**src/design/sfr_pkg.sv**
```systemverilog
package sfr_pkg;

    localparam int unsigned FRAME_BUFFER_BYTES = 256;

    localparam int unsigned APB_ADDR_W = 3;
    localparam int unsigned APB_DATA_W = 32;
    localparam logic        REG_FRAMING_MODE = 1'b0;

    localparam logic [7:0] BYTE_SLIP_END     = 8'hC0;
    localparam logic [7:0] BYTE_SLIP_ESC     = 8'hDB;
    localparam logic [7:0] BYTE_SLIP_ESC_END = 8'hDC;
    localparam logic [7:0] BYTE_SLIP_ESC_ESC = 8'hDD;
    localparam logic [7:0] BYTE_DOLLAR       = 8'h24;
    localparam logic [7:0] BYTE_LINE_FEED    = 8'h0A;
    localparam logic [7:0] BYTE_SYNC1        = 8'hB5;
    localparam logic [7:0] BYTE_SYNC2        = 8'h62;

    localparam logic MODE_SLIP = 1'b0;
    localparam logic MODE_GNSS = 1'b1;

    localparam logic [1:0] EV_NONE   = 2'd0;
    localparam logic [1:0] EV_COMMIT = 2'd1;
    localparam logic [1:0] EV_DROP   = 2'd2;

    localparam logic [1:0] KIND_SLIP = 2'd0;
    localparam logic [1:0] KIND_TEXT = 2'd1;
    localparam logic [1:0] KIND_BIN  = 2'd2;

endpackage

```
**src/design/serial_frame_receiver.sv**
```systemverilog
// serial_frame_receiver: byte-at-a-time deframer for a UART receive stream.
// Input channel (s_valid/s_ready, s_rx_byte) takes one received byte per item.
// Result channel (m_valid/m_ready) gives exactly one result item per byte: an
// optional frame buffer write (m_write_enable/addr/data) and an optional frame
// event (commit or drop) with its length and kind.
// framing_mode (APB, address 0): 0 SLIP deframing, 1 GNSS text line/binary
// packet parsing. A write abandons any frame in progress, no event given.
// The result of a byte is registered: it is on the m_ side in the cycle after
// the byte is taken. Throughput: one byte per cycle while the receiver takes
// results; the parser state and the result register update in the same cycle,
// so bytes can follow back to back. When the receiver stalls, the result is
// held and one more byte cannot be taken until it leaves: s_ready is low while
// a result waits and m_ready is low.
// Reset (aresetn low, synchronous): SLIP mode, waiting for the first END,
// counters and checksums cleared, no result pending.
module serial_frame_receiver #(
    parameter int unsigned FRAME_BUFFER_BYTES = sfr_pkg::FRAME_BUFFER_BYTES
) (
    input  logic                            aclk,
    input  logic                            aresetn,

    input  logic                            s_valid,
    output logic                            s_ready,
    input  logic [7:0]                      s_rx_byte,

    output logic                            m_valid,
    input  logic                            m_ready,
    output logic                            m_write_enable,
    output logic [7:0]                      m_write_addr,
    output logic [7:0]                      m_write_data,
    output logic [1:0]                      m_frame_event,
    output logic [7:0]                      m_frame_length,
    output logic [1:0]                      m_frame_kind,

    input  logic                            psel,
    input  logic                            penable,
    input  logic                            pwrite,
    input  logic [sfr_pkg::APB_ADDR_W-1:0]  paddr,
    input  logic [sfr_pkg::APB_DATA_W-1:0]  pwdata,
    output logic [sfr_pkg::APB_DATA_W-1:0]  prdata,
    output logic                            pready
);

    localparam int unsigned CNT_W = $clog2(FRAME_BUFFER_BYTES);
    localparam logic [CNT_W-1:0] CNT_MAX = CNT_W'(FRAME_BUFFER_BYTES - 1);

    typedef enum logic [3:0] {
        PH_RESYNC,
        PH_SLIP,
        PH_HUNT,
        PH_TEXT,
        PH_SYNC2,
        PH_CLASS,
        PH_ID,
        PH_LEN_LO,
        PH_LEN_HI,
        PH_PAYLOAD,
        PH_CK_A,
        PH_CK_B
    } phase_t;

    logic              mode_reg;
    phase_t            phase_reg,      phase_next;
    logic [CNT_W-1:0]  count_reg,      count_next;
    logic              esc_reg,        esc_next;
    logic [7:0]        sum_a_reg,      sum_a_next;
    logic [7:0]        sum_b_reg,      sum_b_next;
    logic [15:0]       pay_len_reg,    pay_len_next;
    logic [15:0]       pay_cnt_reg,    pay_cnt_next;

    logic              m_valid_reg;
    logic              we_reg,         we_next;
    logic [7:0]        addr_reg,       addr_next;
    logic [7:0]        data_reg,       data_next;
    logic [1:0]        event_reg,      event_next;
    logic [7:0]        len_reg,        len_next;
    logic [1:0]        kind_reg,       kind_next;

    logic              cfg_write;
    logic              take;
    logic [7:0]        b;
    logic [7:0]        acc_a;
    logic [7:0]        acc_b;
    logic [15:0]       pay_cnt_inc;

    assign pready    = 1'b1;
    assign prdata    = {{(sfr_pkg::APB_DATA_W-1){1'b0}}, mode_reg};
    assign cfg_write = psel && penable && pwrite && pready
                       && (paddr[2] == sfr_pkg::REG_FRAMING_MODE);

    assign s_ready = !m_valid_reg || m_ready;
    assign take    = s_valid && s_ready;
    assign b       = s_rx_byte;

    assign acc_a       = sum_a_reg + b;
    assign acc_b       = sum_b_reg + acc_a;
    assign pay_cnt_inc = pay_cnt_reg + 16'd1;

    always_comb begin
        logic             do_store;
        logic             do_finish;
        logic             ok;
        logic [1:0]       kind;
        logic [CNT_W-1:0] cnt;

        do_store  = 1'b0;
        do_finish = 1'b0;
        ok        = 1'b1;
        kind      = sfr_pkg::KIND_SLIP;

        phase_next   = phase_reg;
        esc_next     = esc_reg;
        sum_a_next   = sum_a_reg;
        sum_b_next   = sum_b_reg;
        pay_len_next = pay_len_reg;
        pay_cnt_next = pay_cnt_reg;
        cnt          = count_reg;

        case (phase_reg)
            PH_RESYNC: begin
                if (b == sfr_pkg::BYTE_SLIP_END) begin
                    phase_next = PH_SLIP;
                    cnt        = '0;
                    esc_next   = 1'b0;
                end
            end
            PH_SLIP: begin
                if (esc_reg) begin
                    esc_next = 1'b0;
                    do_store = (b == sfr_pkg::BYTE_SLIP_ESC_ESC)
                               || (b == sfr_pkg::BYTE_SLIP_ESC_END);
                end else if (b == sfr_pkg::BYTE_SLIP_END) begin
                    do_finish = 1'b1;
                end else if (b == sfr_pkg::BYTE_SLIP_ESC) begin
                    esc_next = 1'b1;
                end else begin
                    do_store = 1'b1;
                end
            end
            PH_HUNT: begin
                if (b == sfr_pkg::BYTE_DOLLAR) begin
                    do_store   = 1'b1;
                    phase_next = PH_TEXT;
                end else if (b == sfr_pkg::BYTE_SYNC1) begin
                    do_store   = 1'b1;
                    sum_a_next = '0;
                    sum_b_next = '0;
                    phase_next = PH_SYNC2;
                end
            end
            PH_TEXT: begin
                do_store = 1'b1;
                if (b == sfr_pkg::BYTE_LINE_FEED) begin
                    do_finish  = 1'b1;
                    kind       = sfr_pkg::KIND_TEXT;
                    phase_next = PH_HUNT;
                end
            end
            PH_SYNC2: begin
                do_store = 1'b1;
                if (b == sfr_pkg::BYTE_SYNC2) begin
                    phase_next = PH_CLASS;
                end else begin
                    do_finish  = 1'b1;
                    ok         = 1'b0;
                    kind       = sfr_pkg::KIND_BIN;
                    phase_next = PH_HUNT;
                end
            end
            PH_CLASS, PH_ID: begin
                do_store   = 1'b1;
                sum_a_next = acc_a;
                sum_b_next = acc_b;
                phase_next = (phase_reg == PH_CLASS) ? PH_ID : PH_LEN_LO;
            end
            PH_LEN_LO: begin
                do_store     = 1'b1;
                sum_a_next   = acc_a;
                sum_b_next   = acc_b;
                pay_len_next = {8'h00, b};
                phase_next   = PH_LEN_HI;
            end
            PH_LEN_HI: begin
                do_store     = 1'b1;
                sum_a_next   = acc_a;
                sum_b_next   = acc_b;
                pay_len_next = {b, pay_len_reg[7:0]};
                pay_cnt_next = '0;
                phase_next   = ({b, pay_len_reg[7:0]} == 16'd0) ? PH_CK_A : PH_PAYLOAD;
            end
            PH_PAYLOAD: begin
                do_store     = 1'b1;
                sum_a_next   = acc_a;
                sum_b_next   = acc_b;
                pay_cnt_next = pay_cnt_inc;
                if (pay_cnt_inc == pay_len_reg) begin
                    phase_next = PH_CK_A;
                end
            end
            PH_CK_A: begin
                do_store = 1'b1;
                if (b == sum_a_reg) begin
                    phase_next = PH_CK_B;
                end else begin
                    do_finish  = 1'b1;
                    ok         = 1'b0;
                    kind       = sfr_pkg::KIND_BIN;
                    phase_next = PH_HUNT;
                end
            end
            PH_CK_B: begin
                do_store   = 1'b1;
                do_finish  = 1'b1;
                ok         = (b == sum_b_reg);
                kind       = sfr_pkg::KIND_BIN;
                phase_next = PH_HUNT;
            end
            default: begin
                phase_next   = (mode_reg == sfr_pkg::MODE_GNSS) ? PH_HUNT : PH_RESYNC;
                cnt          = '0;
                esc_next     = 1'b0;
                sum_a_next   = '0;
                sum_b_next   = '0;
                pay_len_next = '0;
                pay_cnt_next = '0;
            end
        endcase

        // store: HUNT restarts the index at zero before writing
        we_next   = do_store;
        addr_next = '0;
        data_next = '0;
        if (do_store) begin
            if (phase_reg == PH_HUNT) begin
                cnt = '0;
            end
            addr_next = 8'(cnt);
            if (phase_reg == PH_SLIP && esc_reg) begin
                data_next = (b == sfr_pkg::BYTE_SLIP_ESC_ESC) ? sfr_pkg::BYTE_SLIP_ESC
                                                              : sfr_pkg::BYTE_SLIP_END;
            end else begin
                data_next = b;
            end
            cnt = (cnt == CNT_MAX) ? CNT_MAX : cnt + 1'b1;
        end

        event_next = sfr_pkg::EV_NONE;
        len_next   = '0;
        kind_next  = sfr_pkg::KIND_SLIP;
        if (do_finish) begin
            kind_next = kind;
            if (ok && cnt != '0 && cnt != CNT_MAX) begin
                event_next = sfr_pkg::EV_COMMIT;
                len_next   = 8'(cnt);
            end else begin
                event_next = sfr_pkg::EV_DROP;
            end
            cnt = '0;
        end
        count_next = cnt;
    end

    always_ff @(posedge aclk) begin
        if (!aresetn) begin
            mode_reg    <= sfr_pkg::MODE_SLIP;
            phase_reg   <= PH_RESYNC;
            count_reg   <= '0;
            esc_reg     <= 1'b0;
            sum_a_reg   <= '0;
            sum_b_reg   <= '0;
            pay_len_reg <= '0;
            pay_cnt_reg <= '0;
            m_valid_reg <= 1'b0;
        end else begin
            if (cfg_write) begin
                mode_reg    <= pwdata[0];
                phase_reg   <= (pwdata[0] == sfr_pkg::MODE_GNSS) ? PH_HUNT : PH_RESYNC;
                count_reg   <= '0;
                esc_reg     <= 1'b0;
                sum_a_reg   <= '0;
                sum_b_reg   <= '0;
                pay_len_reg <= '0;
                pay_cnt_reg <= '0;
            end else if (take) begin
                phase_reg   <= phase_next;
                count_reg   <= count_next;
                esc_reg     <= esc_next;
                sum_a_reg   <= sum_a_next;
                sum_b_reg   <= sum_b_next;
                pay_len_reg <= pay_len_next;
                pay_cnt_reg <= pay_cnt_next;
            end
            if (take) begin
                m_valid_reg <= 1'b1;
            end else if (m_ready) begin
                m_valid_reg <= 1'b0;
            end
        end
        if (take) begin
            we_reg    <= we_next;
            addr_reg  <= addr_next;
            data_reg  <= data_next;
            event_reg <= event_next;
            len_reg   <= len_next;
            kind_reg  <= kind_next;
        end
    end

    assign m_valid        = m_valid_reg;
    assign m_write_enable = we_reg;
    assign m_write_addr   = addr_reg;
    assign m_write_data   = data_reg;
    assign m_frame_event  = event_reg;
    assign m_frame_length = len_reg;
    assign m_frame_kind   = kind_reg;

`ifndef SYNTH
    // escape state only lives inside a SLIP frame
    a_esc_in_slip: assert property (@(posedge aclk) disable iff (!aresetn)
        esc_reg |-> (phase_reg == PH_SLIP))
        else $error("escape pending outside SLIP frame");

    // index never passes the saturated position
    a_count_sat: assert property (@(posedge aclk) disable iff (!aresetn)
        count_reg <= CNT_MAX)
        else $error("byte index beyond buffer");

    // no event means no kind and no length
    a_no_event_clean: assert property (@(posedge aclk) disable iff (!aresetn)
        (m_valid && m_frame_event == sfr_pkg::EV_NONE)
        |-> (m_frame_kind == sfr_pkg::KIND_SLIP && m_frame_length == 8'd0))
        else $error("kind or length without event");

    // SLIP mode only ever reports SLIP frames
    a_slip_kind: assert property (@(posedge aclk) disable iff (!aresetn)
        (take && mode_reg == sfr_pkg::MODE_SLIP)
        |=> (m_frame_kind == sfr_pkg::KIND_SLIP))
        else $error("non-SLIP frame kind in SLIP mode");
`endif

endmodule

```
**config.mk**
```make
export PLATFORM = sky130hd
export DESIGN_NAME = serial_frame_receiver
export DESIGN_NICKNAME = d
export VERILOG_FILES = /design/src/design/sfr_pkg.sv /design/src/design/serial_frame_receiver.sv
export SDC_FILE = /design/constraint.sdc
export NUM_CORES = 1
export LEC_CHECK = 0
export BUFFER_PORTS_ARGS = -buffer_cell sky130_fd_sc_hd__buf_2
export CAP_MARGIN = 10
export CORE_ASPECT_RATIO = 0.6
export CORE_MARGIN = 8
export CORE_UTILIZATION = 32
export CTS_CLUSTER_DIAMETER = 100
export DETAILED_ROUTE_END_ITERATION = 6
export PLACE_DENSITY = 0.55
export RECOVER_POWER = 25
export SYNTH_ARGS = -nofsm -noshare
export SYNTH_HDL_FRONTEND = slang
export SYNTH_SLANG_ARGS = --single-unit
```
**constraint.sdc**
```tcl
create_clock -name aclk -period 3.8 [get_ports aclk]
set_input_delay 0.19 -clock aclk [delete_from_list [all_inputs] [get_ports aclk]]
set_output_delay 0.19 -clock aclk [all_outputs]
set_load 0.01 [all_outputs]
```
==> metrics.md, run 1 <==
| Metric | Value |
|---|---|
| Status | finished with violations |
| Failing checks | max-capacitance violations, max-slew violations |
| Hold Path Class | input pin to flop |
| Worst Hold Launch | s_valid |
| Flops & latches, synth | 92 |
| WP data arrival | 3.62 ns |
| Crit path max fanout | 18 |
| Primary FF master, synth | dfxtp_1 |
| Die area | 23700 µm² |
| CTS H-Tree Depth | 3 |
| Worst Hold Path Cells | 3 |
| Finished Core Util | 35.8% |
| Setup TNS | 0 ns |
| Crit Reg-Reg Endpoint | m_frame_event[0]$_SDFFCE_PN0P_ |
| Row count | 39 |
| Max-Cap Viols | 1 |
| Switching power share of the total | 25.0% |
| Mean post-synth cell area | 8.31 µm² |
| R2R cell count | 10 |
| Most frequent cells in the layout | nor2_1, dfxtp_1, a21oi_1 |
| F_max | 283 MHz |
| Number of global-route vias before repair | 4934 |
| CTS clk-pin slew, worst paths | 0.07 ns |
| TritonCTS Buffers | 9 |
| Post-CTS setup buffers | 0 |
| RSZ-0062 raised after global routing | false |
| Synth Warn # | 0 |
| Core area | 18800 µm² |
| Clock skew | 0.0118 ns |
| Initial antenna violation count | 0 |
| CP max stage cell | clkbuf_1 |
| Fin crit share | 92.9% |
| Crit path time final | 3.53 ns |
| Int Power | 0.00158 W |
| First-pass GRT wire length | 27800 µm |
| Final hold vios | 0 |
| Vias/cell | 5.26 |
| GPL Wtd Cong | 0.925 |
| Post-synth ARST share | 0% |
| GRT overflow | 0 |
| Critical path launch point type | flop |
| Setup-failing EPs final | 0 |
| Max rail drop VDD | 0.208 mV |
| Pwr dens | 314 nW/µm² |
| Inserted Diodes | 0 |
| Slew margin rel. | -16.3% |
| Power, Total | 0.00211 W |
| Total Routing Usage GR | 14.4% |
| Hold_buf cts | 0 |
| Slack of the worst reg-to-reg path | 0.27 ns |
| Crit path cell chain | clkbuf_1 > nor4b_2 > and2b_1 > a211o_1 > nor2_4 > inv_2 > a31oi_1 > o211ai_1 > nor4_1 > nor2_1 |
| Top Family by Delay on Critical Path | simple AND/OR/NAND/NOR gates |
| Register area share after synthesis | 35.2% |
| Die height | 123 µm |
| DRT Pass-1 Iters | 5 |
| Largest net degree at the start of global routing | 38 |
| Total number of vias | 5357 |
| Synth unique cells | 80 |
| DR iter-0 viols | 694 |
| Die W | 194 µm |
| Slew Viols, Final | 31 |
| Clk Latency, worst-skew pair | 0.35 ns |
| Layout area overhead | 11.2% |
| Sw Pwr | 0.000528 W |
| Buf/Inv on CP | 2 |
| Post-CTS resize count | 0 |
| Crit Path Category | flop to flop |
| Port Buffer Count | 48 |
| Post-Route WL | 17000 µm |
| Commonest non-fill, non-tap cell in the layout | nor2_1 |
| Share of layout cells above drive strength 1 | 11.0% |
| Worst slew pin tran | 1.74 ns |
| Leakage | 2.52 nW |
| Hold WS | 0.104 ns |
| IO Pins | 114 |
| Clk root buf | clkbuf_16 |
| Initial Utilization | 32.2% |
| DP HPWL | 12600 µm |
| Power share of the sequential group | 48.8% |
| Cells after Synth | 728 |
| CTS tree | done |
| Layout Nets | 836 |
| Num Clock Sinks | 92 |
| Reg2reg start | phase_reg[1]$_SDFFE_PN0P_ |
| WL per Instance | 16.7 µm |
| EDFF count, synth | 29 |
| Mapped Area | 6050 µm² |
| Critical path's largest stage delay | 0.62 ns |
| Clock power frac | 44.0% |
| Power share of the combinational group | 7.2% |
| Antenna viol nets, final | 0 |
| Worst EP required | 3.89 ns |
| Worst hold path endpoint | m_valid$_SDFFE_PN0P_ |
| Drc violations | 0 |
| Critical Path End Type | flop |
| Clock buffer depth | 2 |
-- kinds of logic (layout without fill, tap and decap cells) --
| kind of cell | after synthesis | count (layout) | synth area share [%] |
|---|---|---|---|
| AND/OR/NAND/NOR | 295 | 295 | 26.2 |
| XOR/XNOR | 42 | 42 | 6.08 |
| adder cells (fa/ha/maj) | 18 | 18 | 3.97 |
| other | 2 | 32 | 0.124 |
| flip-flops | 92 | 92 | 35.2 |
| AO/OA/AOI/OAI | 183 | 183 | 19.4 |
| buffers and inverters | 92 | 107 | 8.23 |
| multiplexers | 4 | 4 | 0.703 |
-- power groups by stage --
| stage | registers (W) | logic (W) | clock network, W |
|---|---|---|---|
| 3_3_place_gp | 0.00105 | 0.000154 | 0 |
| 2_1_floorplan | 0.00106 | 0.000109 | 0 |
| 4_1_cts | 0.00103 | 0.000154 | 0.000962 |
| 3_5_place_dp | 0.00105 | 0.000154 | 0 |
| 6_report | 0.00103 | 0.000151 | 0.000929 |
| 5_1_grt | 0.00103 | 0.000166 | 0.00100 |
-- how the worst max path moves through the flow --
stage | from | end | slack, ns | cells after the start
floorplan | s_rx_byte[2] | m_frame_length[0]$_SDFFCE_PN0P_ | 0.66 | 13
detailed placement | s_rx_byte[7] | m_frame_length[5]$_SDFFCE_PN0P_ | 0.30 | 13
global route | phase_reg[1]$_SDFFE_PN0P_ | m_frame_length[5]$_SDFFCE_PN0P_ | 0.07 | 10
CTS | phase_reg[3]$_SDFFE_PN0P_ | m_frame_length[5]$_SDFFCE_PN0P_ | 0.39 | 11
finish | phase_reg[1]$_SDFFE_PN0P_ | m_frame_event[0]$_SDFFCE_PN0P_ | 0.27 | 10
global placement | s_rx_byte[7] | m_frame_length[1]$_SDFFCE_PN0P_ | 0.35 | 13
-- through the flow --
| stage | cell area (µm²) | worst slack (ns) | instances |
|---|---|---|---|
| 6_report | 6730 | 0.268 | 1019 |
| 3_3_place_gp | 6480 | 0.351 | 1003 |
| 5_1_grt | 6730 | 0.0744 | 1019 |
| 3_5_place_dp | 6480 | 0.302 | 1003 |
| 2_1_floorplan | 6160 | 0.656 | 758 |
| 4_1_cts | 6780 | 0.388 | 1019 |
-- layer usage --
layer | vias up | global-route usage, % | share of wire (%)
met5 | - | 0 | 0
met2 | 186 | 17.7 | 35
li1 | 2633 | - | -
met1 | 2527 | 23.1 | 56
met3 | 11 | 4.79 | 8.2
met4 | 0 | 1.87 | 0.52
-- Yosys cell counts, drive strengths merged (18+ instances only) --
| library cell | number | area, µm² |
|---|---|---|
| nor2 | 88 | 340 |
| dfxtp | 63 | 1260 |
| a21oi | 62 | 310 |
| nand2 | 53 | 201 |
| buf | 48 | 333 |
| clkbuf | 29 | 109 |
| edfxtp | 29 | 871 |
| nand3 | 29 | 145 |
| o21ai | 28 | 140 |
| xnor2 | 28 | 245 |
| a22oi | 24 | 180 |
| nor2b | 20 | 125 |
| a31oi | 18 | 128 |
| nor3 | 18 | 118 |
-- tightest hold or removal path: stages --
cell	delay [ns]
buf_2	0.10
inv_1	0.04
a21boi_0	0.06
-- layout make-up --
cell class / count / area, µm²
multi-input cells: 574 / 3540
clock buffers: 10 / 229
flip-flops and latches: 92 / 2130
well taps: 246 / 308
clock inverters: 6 / 71.3
inverters: 15 / 56.3
fillers: 1961 / 12100
repair buffers: 76 / 399
Note: power is estimated with default switching activity, not from simulation.
==> run 2: changes to the inputs <==
--- a/config.mk
+++ b/config.mk
@@ -9,11 +9,12 @@
 export CAP_MARGIN = 10
 export CORE_ASPECT_RATIO = 0.6
 export CORE_MARGIN = 8
-export CORE_UTILIZATION = 32
+export CORE_UTILIZATION = 57
 export CTS_CLUSTER_DIAMETER = 100
 export DETAILED_ROUTE_END_ITERATION = 6
-export PLACE_DENSITY = 0.55
+export PLACE_DENSITY = 0.86
 export RECOVER_POWER = 25
+export SLEW_MARGIN = 20
 export SYNTH_ARGS = -nofsm -noshare
 export SYNTH_HDL_FRONTEND = slang
 export SYNTH_SLANG_ARGS = --single-unit
==> run 2 against run 1 <==
Compared with the run above: worst hold slack better by 0.0014 ns; global-route usage up 9.0 points; cell count down 11%; critical path depth unchanged; register-to-register slack better by 0.08 ns; the flow now finishes without violations; largest cell class unchanged; combinational power about the same.
==> metrics.md, run 2 (same netlist as run 1, synthesis figures left out) <==
| Metric | Value |
|---|---|
| Status | finished clean |
| Setup TNS | 0 ns (unchanged) |
| Met1 wire length | 7430 µm (-22%) |
| Slew margin rel. | 28.8% (+45 points) |
| Die W | 149 µm (-23%) |
| Clk Latency, worst-skew pair | 0.34 ns (about the same) |
| Critical Path End Type | flop |
| Final hold vios | 0 (unchanged) |
| Register area | 2130 µm² (unchanged) |
| DR WL met2 | 6980 µm (+17%) |
| GRT overflow | 0 (unchanged) |
| DR WL met3 | 2080 µm (+48%) |
| WL per Instance | 18.5 µm (+11%) |
| Initial Utilization | 57.9% (+26 points) |
| Top Layer Used | met4 |
| Worst EP required | 3.87 ns (-0.02 ns) |
| Max rail drop VDD | 0.213 mV (+2.6%) |
| Power share of the combinational group | 7.3% (about the same) |
| Num Clock Sinks | 92 (unchanged) |
| Inserted Diodes | 0 (unchanged) |
| Fin crit share | 90.9% (-2.0 points) |
| Die height | 95.8 µm (-22%) |
| Clock power frac | 43.0% (-1.0 points) |
| Total Routing Usage GR | 23.3% (+9.0 points) |
| Crit path max fanout | 16 (-2) |
| Crit path time final | 3.46 ns (-0.0763 ns) |
| # fillers | 900 (-54%) |
| Post-CTS setup buffers | 0 (unchanged) |
| Vias/cell | 6.36 (+21%) |
| Initial antenna violation count | 0 (unchanged) |
| Post-Route WL | 16700 µm (-1.9%) |
| Core area | 10500 µm² (-44%) |
| CTS tree | done |
| Design Area, Final | 6530 µm² (-3.0%) |
| Crit path cell chain | clkbuf_1 > nor2b_1 > nand2_1 > nor2_1 > nor2_4 > inv_2 > a32o_1 > o211ai_1 > o211ai_2 > nor2b_1 |
| Share of layout cells above drive strength 1 | 10.2% (-0.80 points) |
| CP max stage cell | clkbuf_1 |
| Largest net degree at the start of global routing | 33 (-13%) |
| CTS H-Tree Depth | 3 (unchanged) |
| Port Buffer Count | 48 (unchanged) |
| Drc violations | 0 (unchanged) |
| IO Pins | 114 (unchanged) |
| Crit Path Category | flop to flop |
| Power share of the sequential group | 49.7% (+0.9 points) |
| Pwr dens | 317 nW/µm² (+1.2%) |
| Layout area overhead | 7.96% |
| Max-Cap Viols | 0 (-1) |
| Setup-failing EPs final | 0 (unchanged) |
| Switching power share of the total | 24.0% (-1.0 points) |
| Critical path's largest stage delay | 0.56 ns (-0.06 ns) |
| F_max | 289 MHz (+2.2%) |
| Most frequent cells in the layout | nor2_1, dfxtp_1, a21oi_1 |
| Hold Path Class | input pin to flop |
| Layout Nets | 828 (-0.96%) |
| RSZ-0062 raised after global routing | false |
| Critical path launch point type | flop |
| Antenna viol nets, final | 0 (unchanged) |
| Most used cell, CP | nor2b_1 |
| Buf/Inv on CP | 2 (unchanged) |
| Post-CTS resize count | 0 (unchanged) |
| Sw Pwr | 0.000497 W (-5.8%) |
| Leakage | 2.48 nW (-1.6%) |
| Cell Area, Placed | 6290 µm² (-3.0%) |
| Top Family by Delay on Critical Path | simple AND/OR/NAND/NOR gates |
| Row count | 29 (-26%) |
| DR iter-0 viols | 851 (+23%) |
| DP HPWL | 12200 µm (-2.7%) |
| Slew Viols, Final | 0 (-100%) |
| Worst slew pin tran | 1.05 ns (-0.690 ns) |
| CTS clk-pin slew, worst paths | 0.07 ns (about the same) |
| Clk root buf | clkbuf_16 |
| Clock buffer depth | 2 (unchanged) |
| Die area | 14300 µm² (-40%) |
| Commonest non-fill, non-tap cell in the layout | nor2_1 |
| Hold_buf cts | 0 (unchanged) |
| WP data arrival | 3.53 ns (-0.09 ns) |
| DRT Pass-1 Iters | 6 (+1) |
| Number of global-route vias before repair | 5275 (+6.9%) |
| Area of the multi-input gates | 3530 µm² (-0.14%) |
| TritonCTS Buffers | 9 (unchanged) |
| Int Power | 0.00158 W (-0.42%) |
| GPL Wtd Cong | 0.999 (+8.0%) |
| Clock skew | 0.00684 ns (-0.00493 ns) |
| First-pass GRT wire length | 27000 µm (-2.9%) |
| Total number of vias | 5747 (+7.3%) |
## run 2: changes by cell type in the layout (fill, tap and decap cells not counted), sizes merged
cell / before / now
buf: 41 / 35
clkbuf: 45 / 43
clkinvlp: 2 / 3
inv: 17 / 16
## run 2: tightest hold or removal path, cell delays in order
cell and delay, ns:
buf_2 0.10, inv_1 0.04, a21boi_0 0.07
## run 2: per-layer routing
| metal | track usage (%) | vias to the layer above |
|---|---|---|
| li1 | - | 2612 |
| met1 | 32.8 | 2734 |
| met2 | 35.0 | 366 |
| met3 | 6.85 | 35 |
| met4 | 4.68 | 0 |
| met5 | 0 | - |
## run 2: power groups by stage
stage	clock network, W	logic (W)	registers (W)
5_1_grt	0.000948	0.000163	0.00103
3_3_place_gp	0	0.000146	0.00105
3_5_place_dp	0	0.000150	0.00105
2_1_floorplan	0	0.000109	0.00106
4_1_cts	0.000903	0.000151	0.00103
6_report	0.000891	0.000151	0.00103
## run 2: area by class of cell
cell class | count | share of cell area, %
Clock buffer | 10 | 3.51
Clock inverter | 6 | 0.977
Inverter | 15 | 0.862
Multi-Input combinational cell | 574 | 54.1
Sequential cell | 92 | 32.6
Tap cell | 139 | 2.66
Timing Repair Buffer | 68 | 5.31
## run 2: final timing paths
check	from	end	cells past startpoint	slack, ns
hold reg to reg	pay_len_reg[0]$_SDFFE_PP0P_	pay_len_reg[0]$_SDFFE_PP0P_	2	0.49
setup / recovery	phase_reg[1]$_SDFFE_PN0P_	m_frame_length[2]$_SDFFCE_PN0P_	10	0.34
setup reg to reg	phase_reg[1]$_SDFFE_PN0P_	m_frame_length[2]$_SDFFCE_PN0P_	10	0.34
hold / removal	s_valid	m_valid$_SDFFE_PN0P_	3	0.11
## run 2: stage by stage
step           worst slack (ns)  hold slack, ns  total power, W  std cells  util (%)
4_1_cts                   0.570           0.106         0.00208        904      63.0
2_1_floorplan             0.656           0.329         0.00117        758         -
5_1_grt                   0.213           0.130         0.00214        904      62.5
3_3_place_gp              0.387           0.448         0.00120        888      60.2
3_5_place_dp              0.300           0.471         0.00120        888      60.2
6_report                  0.345           0.106         0.00207        904      62.5
